<file path="src/sv/bankers_request_safety_check_defines.svh">
// Assertion macros shared by the banker's request checker RTL.
`ifndef BANKERS_REQUEST_SAFETY_CHECK_DEFINES_SVH
`define BANKERS_REQUEST_SAFETY_CHECK_DEFINES_SVH

`ifndef SYNTHESIS
`define BKR_ASSERT(lbl, expr) \
    lbl: assert property (@(posedge clk) disable iff (!rst_n) (expr)) \
        else $error("bankers check: assertion failed");
`define BKR_ASSERT_NEXT(lbl, ante, cons) \
    lbl: assert property (@(posedge clk) disable iff (!rst_n) (ante) |=> (cons)) \
        else $error("bankers check: assertion failed");
`else
`define BKR_ASSERT(lbl, expr)
`define BKR_ASSERT_NEXT(lbl, ante, cons)
`endif

`endif

</file>
<file path="src/sv/bkr_pkg.sv">
// Shared types, codes and helpers for the banker's request checker.
`default_nettype none

package bkr_pkg;

    localparam int DEF_NUM_PROCS = 8;
    localparam int DEF_NUM_RES   = 4;
    localparam int MAX_RES       = 4;
    localparam int UNIT_W        = 8;
    localparam int PID_W         = 3;
    localparam int MODE_W        = 2;
    localparam int STATUS_W      = 2;

    typedef logic [UNIT_W-1:0] unit_t;
    typedef logic [MAX_RES-1:0][UNIT_W-1:0] vec_t;

    localparam logic [MODE_W-1:0] MODE_LOAD  = 2'd0;
    localparam logic [MODE_W-1:0] MODE_AVAIL = 2'd1;
    localparam logic [MODE_W-1:0] MODE_REQ   = 2'd2;

    localparam logic [STATUS_W-1:0] ST_OK      = 2'd0;
    localparam logic [STATUS_W-1:0] ST_EXCEED  = 2'd1;
    localparam logic [STATUS_W-1:0] ST_UNSAFE  = 2'd2;
    localparam logic [STATUS_W-1:0] ST_BADLOAD = 2'd3;

    // Unsigned add that clips at the top of the unit range.
    function automatic unit_t sat_add(input unit_t a, input unit_t b);
        logic [UNIT_W:0] s;
        begin
            s = {1'b0, a} + {1'b0, b};
            sat_add = s[UNIT_W] ? {UNIT_W{1'b1}} : s[UNIT_W-1:0];
        end
    endfunction

endpackage

`default_nettype wire

</file>
<file path="src/sv/bkr_row_unit.sv">
// Shared row unit: checks one process row against work and forms the new work vector.
`default_nettype none

module bkr_row_unit #(
    parameter int NUM_RES = bkr_pkg::DEF_NUM_RES
) (
    input  bkr_pkg::vec_t need_row,
    input  bkr_pkg::vec_t alloc_row,
    input  bkr_pkg::vec_t work,
    output logic          fits,
    output bkr_pkg::vec_t sum
);
    import bkr_pkg::*;

    always_comb
    begin
        fits = 1'b1;
        sum  = work;
        for (int r = 0; r < NUM_RES; r++)
        begin
            if (need_row[r] > work[r])
            begin
                fits = 1'b0;
            end
            sum[r] = sat_add(work[r], alloc_row[r]);
        end
    end

endmodule

`default_nettype wire

</file>
<file path="src/sv/bankers_request_safety_check.sv">
// Top level of the banker's algorithm request checker.
//
//  Channel  Direction  Handshake             Payload
//  request  in         req_valid/req_stall   mode, proc_id, amount_0..3, held_0..3
//  result   out        rsp_valid/rsp_stall   status
//
// Load, set-available and rejected requests pass from IDLE through EXEC to FINISH.
// A request that reaches the safety check goes from EXEC through SCAN, which makes at most
// NUM_PROCS passes over the rows, to FINISH; the shared row unit visits one row a cycle.
// Reset clears the available vector and both tables at once; no clearing pass.
// One transaction is worked at a time; the next is taken while a result waits.
`default_nettype none

module bankers_request_safety_check #(
    parameter int NUM_PROCS = bkr_pkg::DEF_NUM_PROCS,
    parameter int NUM_RES   = bkr_pkg::DEF_NUM_RES
) (
    input  logic                          clk,
    input  logic                          rst_n,
    input  logic                          req_valid,
    output logic                          req_stall,
    input  logic [bkr_pkg::MODE_W-1:0]    mode,
    input  logic [bkr_pkg::PID_W-1:0]     proc_id,
    input  logic [bkr_pkg::UNIT_W-1:0]    amount_0,
    input  logic [bkr_pkg::UNIT_W-1:0]    amount_1,
    input  logic [bkr_pkg::UNIT_W-1:0]    amount_2,
    input  logic [bkr_pkg::UNIT_W-1:0]    amount_3,
    input  logic [bkr_pkg::UNIT_W-1:0]    held_0,
    input  logic [bkr_pkg::UNIT_W-1:0]    held_1,
    input  logic [bkr_pkg::UNIT_W-1:0]    held_2,
    input  logic [bkr_pkg::UNIT_W-1:0]    held_3,
    output logic                          rsp_valid,
    input  logic                          rsp_stall,
    output logic [bkr_pkg::STATUS_W-1:0]  status
);
    import bkr_pkg::*;

    `include "bankers_request_safety_check_defines.svh"

    localparam int PW = (NUM_PROCS > 1) ? $clog2(NUM_PROCS) : 1;

    localparam logic [1:0] S_IDLE   = 2'd0;
    localparam logic [1:0] S_EXEC   = 2'd1;
    localparam logic [1:0] S_SCAN   = 2'd2;
    localparam logic [1:0] S_FINISH = 2'd3;

    logic [1:0]          state_reg, state_next;
    logic                rsp_valid_reg, rsp_valid_next;
    logic [STATUS_W-1:0] rsp_status_reg, rsp_status_next;
    logic [STATUS_W-1:0] status_reg, status_next;

    logic [MODE_W-1:0]   mode_reg;
    logic [PID_W-1:0]    pid_reg;
    vec_t                amt_reg, held_reg;

    vec_t                avail_reg, avail_next;
    vec_t                alloc_reg [NUM_PROCS];
    vec_t                alloc_next [NUM_PROCS];
    vec_t                need_reg [NUM_PROCS];
    vec_t                need_next [NUM_PROCS];

    vec_t                tnt_avail_reg, tnt_avail_next;
    vec_t                tnt_alloc_reg, tnt_alloc_next;
    vec_t                tnt_need_reg, tnt_need_next;
    vec_t                work_reg, work_next;
    logic [NUM_PROCS-1:0] fin_reg, fin_next;
    logic                prog_reg, prog_next;
    logic [PW-1:0]       idx_reg, idx_next;

    logic                pid_ok;
    logic [PW-1:0]       prow;
    logic                load_bad, req_bad;
    vec_t                row_need, row_alloc, row_sum;
    logic                row_fits, take;

    assign req_stall = (state_reg != S_IDLE);
    assign rsp_valid = rsp_valid_reg;
    assign status    = rsp_status_reg;

    assign pid_ok = (32'(pid_reg) < NUM_PROCS);
    assign prow   = pid_reg[PW-1:0];

    // The requesting row is read from the tentative copy during the scan.
    assign row_need  = (idx_reg == prow) ? tnt_need_reg  : need_reg[idx_reg];
    assign row_alloc = (idx_reg == prow) ? tnt_alloc_reg : alloc_reg[idx_reg];
    assign take      = !fin_reg[idx_reg] && row_fits;

    bkr_row_unit #(
        .NUM_RES (NUM_RES)
    ) u_row_unit (
        .need_row  (row_need),
        .alloc_row (row_alloc),
        .work      (work_reg),
        .fits      (row_fits),
        .sum       (row_sum)
    );

    always_comb
    begin
        load_bad = 1'b0;
        req_bad  = 1'b0;
        for (int r = 0; r < NUM_RES; r++)
        begin
            if (held_reg[r] > amt_reg[r])
            begin
                load_bad = 1'b1;
            end
            if (amt_reg[r] > need_reg[prow][r] || amt_reg[r] > avail_reg[r])
            begin
                req_bad = 1'b1;
            end
        end
    end

    always_comb
    begin
        state_next      = state_reg;
        rsp_valid_next  = rsp_valid_reg;
        rsp_status_next = rsp_status_reg;
        status_next     = status_reg;
        avail_next      = avail_reg;
        alloc_next      = alloc_reg;
        need_next       = need_reg;
        tnt_avail_next  = tnt_avail_reg;
        tnt_alloc_next  = tnt_alloc_reg;
        tnt_need_next   = tnt_need_reg;
        work_next       = work_reg;
        fin_next        = fin_reg;
        prog_next       = prog_reg;
        idx_next        = idx_reg;

        if (rsp_valid_reg && !rsp_stall)
        begin
            rsp_valid_next = 1'b0;
        end

        case (state_reg)
            S_IDLE:
            begin
                if (req_valid)
                begin
                    state_next = S_EXEC;
                end
            end
            S_EXEC:
            begin
                state_next  = S_FINISH;
                status_next = ST_OK;
                case (mode_reg)
                    MODE_LOAD:
                    begin
                        if (!pid_ok || load_bad)
                        begin
                            status_next = ST_BADLOAD;
                        end
                        else
                        begin
                            for (int r = 0; r < NUM_RES; r++)
                            begin
                                alloc_next[prow][r] = held_reg[r];
                                need_next[prow][r]  = amt_reg[r] - held_reg[r];
                            end
                        end
                    end
                    MODE_AVAIL:
                    begin
                        for (int r = 0; r < NUM_RES; r++)
                        begin
                            avail_next[r] = amt_reg[r];
                        end
                    end
                    MODE_REQ:
                    begin
                        if (!pid_ok || req_bad)
                        begin
                            status_next = ST_EXCEED;
                        end
                        else
                        begin
                            tnt_avail_next = avail_reg;
                            tnt_alloc_next = alloc_reg[prow];
                            tnt_need_next  = need_reg[prow];
                            for (int r = 0; r < NUM_RES; r++)
                            begin
                                tnt_avail_next[r] = avail_reg[r] - amt_reg[r];
                                tnt_alloc_next[r] = sat_add(alloc_reg[prow][r], amt_reg[r]);
                                tnt_need_next[r]  = need_reg[prow][r] - amt_reg[r];
                            end
                            work_next  = tnt_avail_next;
                            fin_next   = '0;
                            prog_next  = 1'b0;
                            idx_next   = '0;
                            state_next = S_SCAN;
                        end
                    end
                    default:
                    begin
                        status_next = ST_OK;
                    end
                endcase
            end
            S_SCAN:
            begin
                if (take)
                begin
                    work_next         = row_sum;
                    fin_next[idx_reg] = 1'b1;
                    prog_next         = 1'b1;
                end
                if (idx_reg == PW'(NUM_PROCS - 1))
                begin
                    if (&fin_next)
                    begin
                        avail_next       = tnt_avail_reg;
                        alloc_next[prow] = tnt_alloc_reg;
                        need_next[prow]  = tnt_need_reg;
                        status_next      = ST_OK;
                        state_next       = S_FINISH;
                    end
                    else if (prog_next)
                    begin
                        idx_next  = '0;
                        prog_next = 1'b0;
                    end
                    else
                    begin
                        status_next = ST_UNSAFE;
                        state_next  = S_FINISH;
                    end
                end
                else
                begin
                    idx_next = idx_reg + PW'(1);
                end
            end
            S_FINISH:
            begin
                if (!rsp_valid_reg || !rsp_stall)
                begin
                    rsp_valid_next  = 1'b1;
                    rsp_status_next = status_reg;
                    state_next      = S_IDLE;
                end
            end
            default:
            begin
                state_next = S_IDLE;
            end
        endcase
    end

    always_ff @(posedge clk or negedge rst_n)
    begin
        if (!rst_n)
        begin
            state_reg     <= S_IDLE;
            rsp_valid_reg <= 1'b0;
            fin_reg       <= '0;
            prog_reg      <= 1'b0;
            idx_reg       <= '0;
            avail_reg     <= '0;
            for (int p = 0; p < NUM_PROCS; p++)
            begin
                alloc_reg[p] <= '0;
                need_reg[p]  <= '0;
            end
        end
        else
        begin
            state_reg     <= state_next;
            rsp_valid_reg <= rsp_valid_next;
            fin_reg       <= fin_next;
            prog_reg      <= prog_next;
            idx_reg       <= idx_next;
            avail_reg     <= avail_next;
            alloc_reg     <= alloc_next;
            need_reg      <= need_next;
        end
    end

    always_ff @(posedge clk)
    begin
        if (state_reg == S_IDLE && req_valid)
        begin
            mode_reg <= mode;
            pid_reg  <= proc_id;
            amt_reg  <= {amount_3, amount_2, amount_1, amount_0};
            held_reg <= {held_3, held_2, held_1, held_0};
        end
        rsp_status_reg <= rsp_status_next;
        status_reg     <= status_next;
        tnt_avail_reg  <= tnt_avail_next;
        tnt_alloc_reg  <= tnt_alloc_next;
        tnt_need_reg   <= tnt_need_next;
        work_reg       <= work_next;
    end

    `BKR_ASSERT(a_idx_range, (state_reg != S_SCAN) || (32'(idx_reg) < NUM_PROCS))
    `BKR_ASSERT(a_grant_all_fin,
        !(state_reg == S_SCAN && state_next == S_FINISH && status_next == ST_OK) || (&fin_next))
    `BKR_ASSERT_NEXT(a_hold_result,
        state_reg == S_FINISH && rsp_valid_reg && rsp_stall,
        state_reg == S_FINISH && rsp_valid_reg)
    `BKR_ASSERT_NEXT(a_req_keeps_avail, state_reg == S_EXEC && mode_reg == MODE_REQ, $stable(avail_reg))

endmodule

`default_nettype wire
</file>
<file path="config.mk">
export PLATFORM = sky130hd
export DESIGN_NAME = bankers_request_safety_check
export DESIGN_NICKNAME = d
export VERILOG_FILES = /design/src/sv/bkr_pkg.sv /design/src/sv/bkr_row_unit.sv /design/src/sv/bankers_request_safety_check.sv
export VERILOG_INCLUDE_DIRS = /design/src /design/src/sv
export SDC_FILE = /design/constraint.sdc
export NUM_CORES = 2
export LEC_CHECK = 0
export ABC_CLOCK_PERIOD_IN_PS = 9400
export BUFFER_PORTS_ARGS = -buffer_cell sky130_fd_sc_hd__buf_2
export CORE_MARGIN = 1
export CORE_UTILIZATION = 50
export DETAILED_ROUTE_END_ITERATION = 16
export HOLD_SLACK_MARGIN = 0.05
export PLACE_DENSITY = 0.7
export SETUP_SLACK_MARGIN = 0.2
export SKIP_CTS_REPAIR_TIMING = 1
export SYNTH_ARGS = -nofsm -noshare
export SYNTH_HDL_FRONTEND = slang
export SYNTH_SLANG_ARGS = --single-unit
</file>
<file path="constraint.sdc">
create_clock -name clk -period 9.4 [get_ports clk]
set_input_delay 0.47 -clock clk [delete_from_list [all_inputs] [get_ports clk]]
set_output_delay 0.47 -clock clk [all_outputs]
set_load 0.005 [all_outputs]
</file>
==> flow_summary.yaml <==
status:
  status: "finished clean"
worst_setup_path:
  critPathBufInv: 2
  crit_end: "alloc_reg[196]"
  crit_path_start: "idx_reg[0]"
  crit_type: "reg2reg"
  arrival_ns: 7.62
  start_kind: "flop"
  cp_common_cell: "buf_4"
  rr_endpoint: "alloc_reg[196]"
  worstPathRequired_ns: 9.92
  r2r_cells: 14
  slowest_delay_ns: 0.97
  path_max_fanout: 51
  r2r_start: "idx_reg[0]"
  crit_path_end_kind: "flop"
  crit_chain: "and3_4 -> buf_4 -> a221oi_1 -> a41oi_1 -> ha_1 -> and2_1 -> o21ai_0 -> nor4bb_1 -> o22a_1 -> and4_1 -> nor2_4 -> a21oi_4 -> buf_4 -> mux2_2"
  r2r_slack_ns: 2.31
  path_delay_family: "simple AND/OR/NAND/NOR gates"
  crit_cells: 14
  cpMaxStageDelayCell: "buf_4"
logic_synthesis:
  synth-edff-count: 201
  synthFlopType: "dfrtp_1"
  syn_inst: 3571
  synth_warnings: 0
  synthArstFlopShare: 0.736
  yosysUniqueCellTypes: 71
  synth-seq-area-share: 0.482
  netlist_area_um2: 41500
  ys_ff_latch: 760
  syn_avg_cell_area_um2: 11.6
  syn-num-nets: 3863
cts:
  cts_buffers: 83
  cts-root-buf: "clkbuf_16"
  clkLatencyLatePin_ns: 0.65
  htree_levels: 3
  cts_tree: "built"
  cts.sinks: 760
  clockBufferDepth: 3
  clk_pin_slew_ns: 0.07
floorplan:
  fp.dieH_um: 290
  fp.dieW_um: 290
  core_area_um2: 82100
  num_rows: 105
  io_pins: 77
  start_util: 0.506
  die_area_um2: 84200
detailed_routing:
  dr_wl_met3_mm: 18.1
  dr.pass1.iters: 7
  detail_route.wl_per_cell_um: 29.5
  maxUsedRoutingLayer: "met4"
  vias: 32900
  wl_mm: 141
  routedLengthMet1_mm: 56.0
  detail-route-antenna-nets: 0
  route.detailed.drc: 0
  drt_iter0_drc: 3958
  met2_wirelength_mm: 59.7
  vias_per_cell: 6.88
finish:
  mostFrequentLayoutCell: "dfrtp_1"
  final_nets: 3940
  area_growth_syn_to_layout_pct: 11.8
  layout_common_cells: "dfrtp_1, mux2_2, a22oi_1"
  final_cell_count_no_fill: 4784
  seqCellArea_um2: 20000
  multiInputGateArea_um2: 19900
  antennaDiodeCount: 0
  drive_gt1_frac: 0.199
  n_fill_cell: 6783
place:
  port_buffers: 76
  dp_cells: 4569
  post-dp-hpwl_mm: 88.0
  routabilityCongestion: 0.921
  place_ws_ns: 2.69
worst_hold_path:
  hold_path.class: "in2reg"
power_and_ir_drop:
  p_leak_nw: 19.0
  ir_worst_vdd_v: 0.000304
  power_mw: 17.9
  powerDensity_nw_per_um2: 385
global_routing:
  grt_pass1_vias: 32300
  antenna_found_initial: 0
  grt_overflow_total: 0
  grt_max_degree: 137
  grt_use_total: 0.329
  grt_pass1_wl_mm: 209
sta:
  setup_viol: 0
  fin_worst_skew_ns: 0.0375
  tightestPinTransition_ns: 1.25
  finalCriticalPeriod_ns: 7.09
  fin_crit_sh: 0.755
  report.final.slew_viol_count: 0
  slew_headroom: 0.169
  max_freq_ghz: 0.141
  hold_viol: 0
  fin_ws_ns: 2.31
  fin_tns_setup_ns: 0
  rsz0062_at_grt: "no"
run:
  cap_violations: 0
==> how the worst min path moves through the flow <==
stage | startpoint | endpoint | slack, ns | cells after the start
3_5_place_dp | status_reg[0] | status[0] | 0.41 | 0
2_1_floorplan | rst_n | alloc_reg[0] | 0.17 | 0
6_report | rsp_stall | rsp_valid | 0.06 | 2
5_1_grt | amount_2[3] | amt_reg[19] | 0.07 | 1
4_1_cts | rst_n | need_reg[155] | -0.12 | 1
3_3_place_gp | status_reg[0] | status[0] | 0.41 | 0
==> metal layers <==
metal	GRT usage	up-vias
li1	-	13900
met1	0.446	16300
met2	0.481	2244
met4	0.158	0
met5	0	-
met3	0.0979	503
==> layout make-up <==
type,instances,share of cell area
Sequential cell,760,0.431
Multi-Input combinational cell,2384,0.428
Clock buffer,118,0.0524
Timing Repair Buffer,210,0.0365
Tap cell,1070,0.0288
Inverter,209,0.0169
Clock inverter,33,0.00612
==> through the flow <==
step | utilization | cell area (um2) | hold WS, ns
final | 0.566 | 46400 | 0.0616
after global routing | 0.566 | 46400 | 0.0680
after CTS | 0.558 | 45800 | -0.117
after detailed placement | 0.525 | 43100 | 0.410
after global placement | 0.525 | 43100 | 0.405
after floorplan | - | 41500 | 0.174
==> cells in the mapped netlist (all sizes together), types with 5 or more instances <==
master   instances  area share
a21o            23      0.0042
edfxtp         201        0.15
nand3b           9      0.0016
a21boi          17      0.0031
a41oi           42      0.0089
o31a            10      0.0021
and4            11      0.0023
nor3b            5     0.00090
clkbuf         126       0.011
nor3            38      0.0050
or3              8      0.0012
o21a            18      0.0033
nand2          111       0.010
buf             92       0.013
a22oi          350       0.063
o31ai           12      0.0022
inv            209       0.019
dfrtp          559        0.34
a221oi          84       0.018
nor4            12      0.0018
xnor2           63       0.013
a22o            91       0.019
xor2            23      0.0048
ha             199       0.060
o21bai           5     0.00090
and3            11      0.0017
fa              20      0.0096
nand4           70       0.011
o21ai          150       0.018
mux2           459        0.12
o2bb2ai         29      0.0061
o22a            89       0.019
or2              6     0.00090
o22ai           31      0.0047
nand3           14      0.0027
a21oi          110       0.015
nand2b          21      0.0032
nor2           131       0.012
a2bb2oi         12      0.0025
nor2b           41      0.0062
a31oi           18      0.0027
==> kinds of logic after synthesis <==
kind of cell | after synthesis | synth area share
compound gates | 1115 | 0.198
mux | 465 | 0.126
flops | 760 | 0.482
fa+ha+maj | 219 | 0.0696
simple gates | 499 | 0.0620
buf+inv | 427 | 0.0433
xor+xnor | 86 | 0.0181
==> power breakdown <==
part	total [mW]	internal, mW	switching [mW]	leakage (nW)
registers	6.11	4.94	1.16	8.74
clock network	3.32	1.91	1.41	1.34
logic	8.47	3.57	4.90	8.95
total	17.9	10.4	7.47	19.0
No activity file was read; power rests on OpenSTA's default activity.
